--- src/csre_ram.sv ---
module csre_ram #(
    parameter int WIDTH = 8,
    parameter int DEPTH = 16
) (
    input  logic                                  i_clk,
    input  logic                                  i_we,
    input  logic [(DEPTH > 1 ? $clog2(DEPTH) : 1)-1:0] i_waddr,
    input  logic [WIDTH-1:0]                      i_wdata,
    input  logic [(DEPTH > 1 ? $clog2(DEPTH) : 1)-1:0] i_raddr,
    output logic [WIDTH-1:0]                      o_rdata
);

    logic [WIDTH-1:0] r_mem [DEPTH];

    // One write port, one registered read port
    always_ff @(posedge i_clk) begin
        if (i_we) begin
            r_mem[i_waddr] <= i_wdata;
        end
        o_rdata <= r_mem[i_raddr];
    end

endmodule

--- config.mk ---
export PLATFORM = sky130hd
export DESIGN_NAME = csre_ram
export DESIGN_NICKNAME = d
export VERILOG_FILES = /design/src/csre_ram.sv
export SDC_FILE = /design/constraint.sdc
export NUM_CORES = 1
export LEC_CHECK = 0
export BUFFER_PORTS_ARGS = -buffer_cell sky130_fd_sc_hd__buf_4
export CAP_MARGIN = 20
export CORE_MARGIN = 2
export CORE_UTILIZATION = 53
export DETAILED_ROUTE_END_ITERATION = 16
export PLACE_DENSITY = 0.7
export SLEW_MARGIN = 10
export SYNTH_ARGS = -nofsm -noshare
export SYNTH_HDL_FRONTEND = slang
export SYNTH_SLANG_ARGS = --single-unit
--- constraint.sdc ---
create_clock -name i_clk -period 2 [get_ports i_clk]
set_clock_uncertainty 0.15 [all_clocks]
set_input_delay 0.3 -clock i_clk [delete_from_list [all_inputs] [get_ports i_clk]]
set_output_delay 0.3 -clock i_clk [all_outputs]
set_load 0.005 [all_outputs]
# After elaboration in Yosys (flattened, before gate mapping)
# Memories as Yosys holds them, arrays and structs flattened. A register that Yosys moved wholly into a read port is not among the register bits.
# Index checks and enable logic that the tools add are counted.
# classes
mux	2
# ops
op	count
1-bit 2-to-1 mux	2
# word_totals
reg_bits	0
mem_bits_rw	128
in_bits	18
out_inout_bits	8
wordCells	3
memories	1
# memory_table
memory	words	width	rd	rd_ports_with_merged_regs	wr	line_no	text
r_mem	16	8	1	1	1	13	logic [WIDTH-1:0] r_mem [DEPTH];

# Longest topological paths before layout
# logic_depth
word_depth	2
ltp_mapped	5

# Worst setup path after synthesis
# Ideal clock, no wire load.
# synth_path
path_type	input to register
from	input i_waddr[2] in the netlist's numbering
to	memory r_mem[0][0], enable pin
t_arrival_ns	1.410
required_time_ns	1.467
path_slack_ns	0.057
cell_stages	2
n_path_buf	0
cell_sequence	or3b_2 > nor3_1
# synth_rtl
element	line_no	text
start, declared	7	input logic [(DEPTH > 1 ? $clog2(DEPTH) : 1)-1:0] i_waddr,
end, declared	13	
# Straight into the memory's write port.

==> impl_metrics.ini <==
[timing]
hold_ws_ps = 144
worst_slack_ps = 483
max_clock_freq_mhz = 659
finalSetupViolCount = 0
slew_headroom_pct = 70.6
period_share_pct = 75.8
finalMaxSlewViolations = 0
fin_crit_ps = 1520
fin_tns_setup_ps = 0
rsz0062_at_grt = false
tightest_slew_ps = 439
final-hold-violation-count = 0

[grt]
grt_use_met2_pct = 30.4
grt_remaining_overflow = 0
gr-usage-met3_pct = 5.22
use_met1_pct = 28.4
grt_max_degree = 22
gr-max-usage-layer = met2
grt_first_pass_wirelength_mm = 14.3
grt_use_total_pct = 19.9
grt_pass1_vias = 2483
antenna_found_initial = 0

[critical_path]
critPathLaunch = r_mem[6][1]$_DFFE_PP_
worst-path-stages = 3
critPathBufInv = 0
reg2reg_slack_ps = 480
crit_type = reg2reg
crit_end = o_rdata[1]$_DFF_P_
worst_ep_arrival_time_ps = 1760
path_cells = mux4_1 > a22oi_1 > nand2_1
r2r_start = r_mem[6][1]$_DFFE_PP_
start_kind = register
cp_max_fo = 1
cp-end-kind = register
crit_required_ps = 2240
cp_slowest_stage_delay_ps = 530
rr_worst_depth = 3
crit_family = multiplexers
cpMaxStageDelayCell = mux4_1
r2r-end = o_rdata[1]$_DFF_P_

[clocking]
cts_buffer_depth = 2
cts-buffers-inserted = 17
cts_tree = yes
clkSinkCount = 136
htree_num_levels = 4
cts-root-buf = clkbuf_8
post_cts_buffers = 0
clkTransAtPathRegs_ps = 60
clk_latency_ps = 510

[floorplan]
initial_utilization_pct = 55.2
die_area_um2 = 10500
core_um2 = 9330
io_pins = 26
rows = 35
die_y_um = 103
die_x_um = 103

[cells_and_area]
diodes = 0
drive_above_1_share_pct = 29.7
stdcell_count = 435
fin_nets = 312
syn_to_final_growth_pct = 21.2

[route]
vias_per_cell = 5.74
wire_per_inst_um = 21.4
drtIter0Drc = 158
drtAntennaViolNets = 0
drc = 0
drt_wl_total_mm = 9.31
dr.pass1.iters = 4
num_vias = 2499

[synth]
syn_area_um2 = 5150
yosysWarnings = 0
synth-edff-count = 128
synth.distinct_cells = 19
ys_ff_latch = 136
synth_fp_nets = 247
synth_flop_cell = edfxtp_1
async_reset_ff_share_pct = 0
avgSynthCellArea_um2 = 22.5
seq_area_frac_synth_pct = 77.8
netlist_instances = 229

[placement]
place_inst = 396
gp_congestion = 0.721
port_buffers = 25
hpwl_mm = 5.86
post-place-ws_ps = 184

[power]
power_density_nw_per_um2 = 1030
p_leak_nw = 2.15
total_power_mw = 6.42
peakVddDrop_mv = 0.510

[worst_hold_path]
hp-class = in2reg

[job]
max-cap-violations = 0

[outcome]
status = finished, final reports clean
-- cell usage after synthesis (2+ instances only) --
library cell,instances,area [µm²]
edfxtp_1,128,3840
mux4_2,18,405
a22oi_1,16,120
mux4_1,14,368
nor2_1,13,48.8
nand2_1,9,33.8
dfxtp_1,8,160
nor3_1,4,20.0
buf_2,3,15.0
buf_6,3,33.8
clkdlybuf4s25_2,3,30.0
nand2b_1,2,12.5
nand3b_1,2,15.0
-- layout by cell type (no fill, tap or decap), types with 7 or more instances in the layout --
cell,instances
buf_4,46
mux4_2,18
nor2_1,13
mux4_1,14
dlygate4sd3_1,8
dfxtp_1,8
nand2_1,9
a22oi_1,16
clkbuf_16,16
clkbuf_1,7
edfxtp_1,128
-- worst register-to-register path, delay by kind of cell (launching register included) --
kind	cells	cell delay [ps]
compound gates	1	270
flops	1	370
mux	1	530
simple gates	1	80
-- sequential cells by signal, summed over array words and instances, names as in the netlist --
register  cells
o_rdata       8
r_mem       128
-- area by class of cell --
class	instances	area, µm²
Clock buffer	27	482
Clock inverter	4	70.1
Multi-Input combinational cell	83	1060
Tap cell	129	161
Fill cell	606	3090
Sequential cell	136	4000
Timing Repair Buffer	56	465
-- worst min-delay path by stage --
stage | from | endpoint | slack (ps) | depth (start not counted)
after global routing | i_waddr[0] | r_mem[4][2]$_DFFE_PP_ | 160 | 3
after CTS | i_raddr[2] | o_rdata[1]$_DFF_P_ | 130 | 4
final | i_raddr[2] | o_rdata[1]$_DFF_P_ | 140 | 4
after detailed placement | i_wdata[5] | r_mem[6][5]$_DFFE_PP_ | 470 | 1
after global placement | i_wdata[5] | r_mem[6][5]$_DFFE_PP_ | 450 | 1
after floorplan | i_wdata[0] | r_mem[0][0]$_DFFE_PP_ | 250 | 0
-- per-layer routing --
layer / up-vias / share of wire (%) / wire length (µm)
met1: 1278 / 43 / 4030
met2: 110 / 48 / 4510
met5: - / 0 / 0
met4: 0 / 0.97 / 90
met3: 10 / 7.3 / 678
li1: 1101 / - / -
-- cells by family after synthesis --
family          Yosys count  share of synthesized area (%)
buf+inv                  10                           1.68
flops                   136                           77.8
mux                      32                           15.0
compound gates           16                           2.33
simple gates             35                           3.18
-- power breakdown --
part	total, mW	internal [mW]	leakage (nW)	switching (mW)
clock	2.89	1.86	0.270	1.03
combinational	0.327	0.162	0.654	0.165
sequential	3.21	3.19	1.22	0.0173
-- repair_timing --
action / CTS / global route
resized for setup: 0 / 0
endpoints found under the hold margin: 128 / 0
hold buffers: 8 / 0
-- metrics by stage --
stage	util (%)	instance area, µm²
after CTS	66.9	6240
after detailed placement	60.1	5610
after global routing	66.9	6240
after global placement	60.1	5610
after floorplan	-	5150
final	66.9	6240
(Power assumes the default switching activity.)
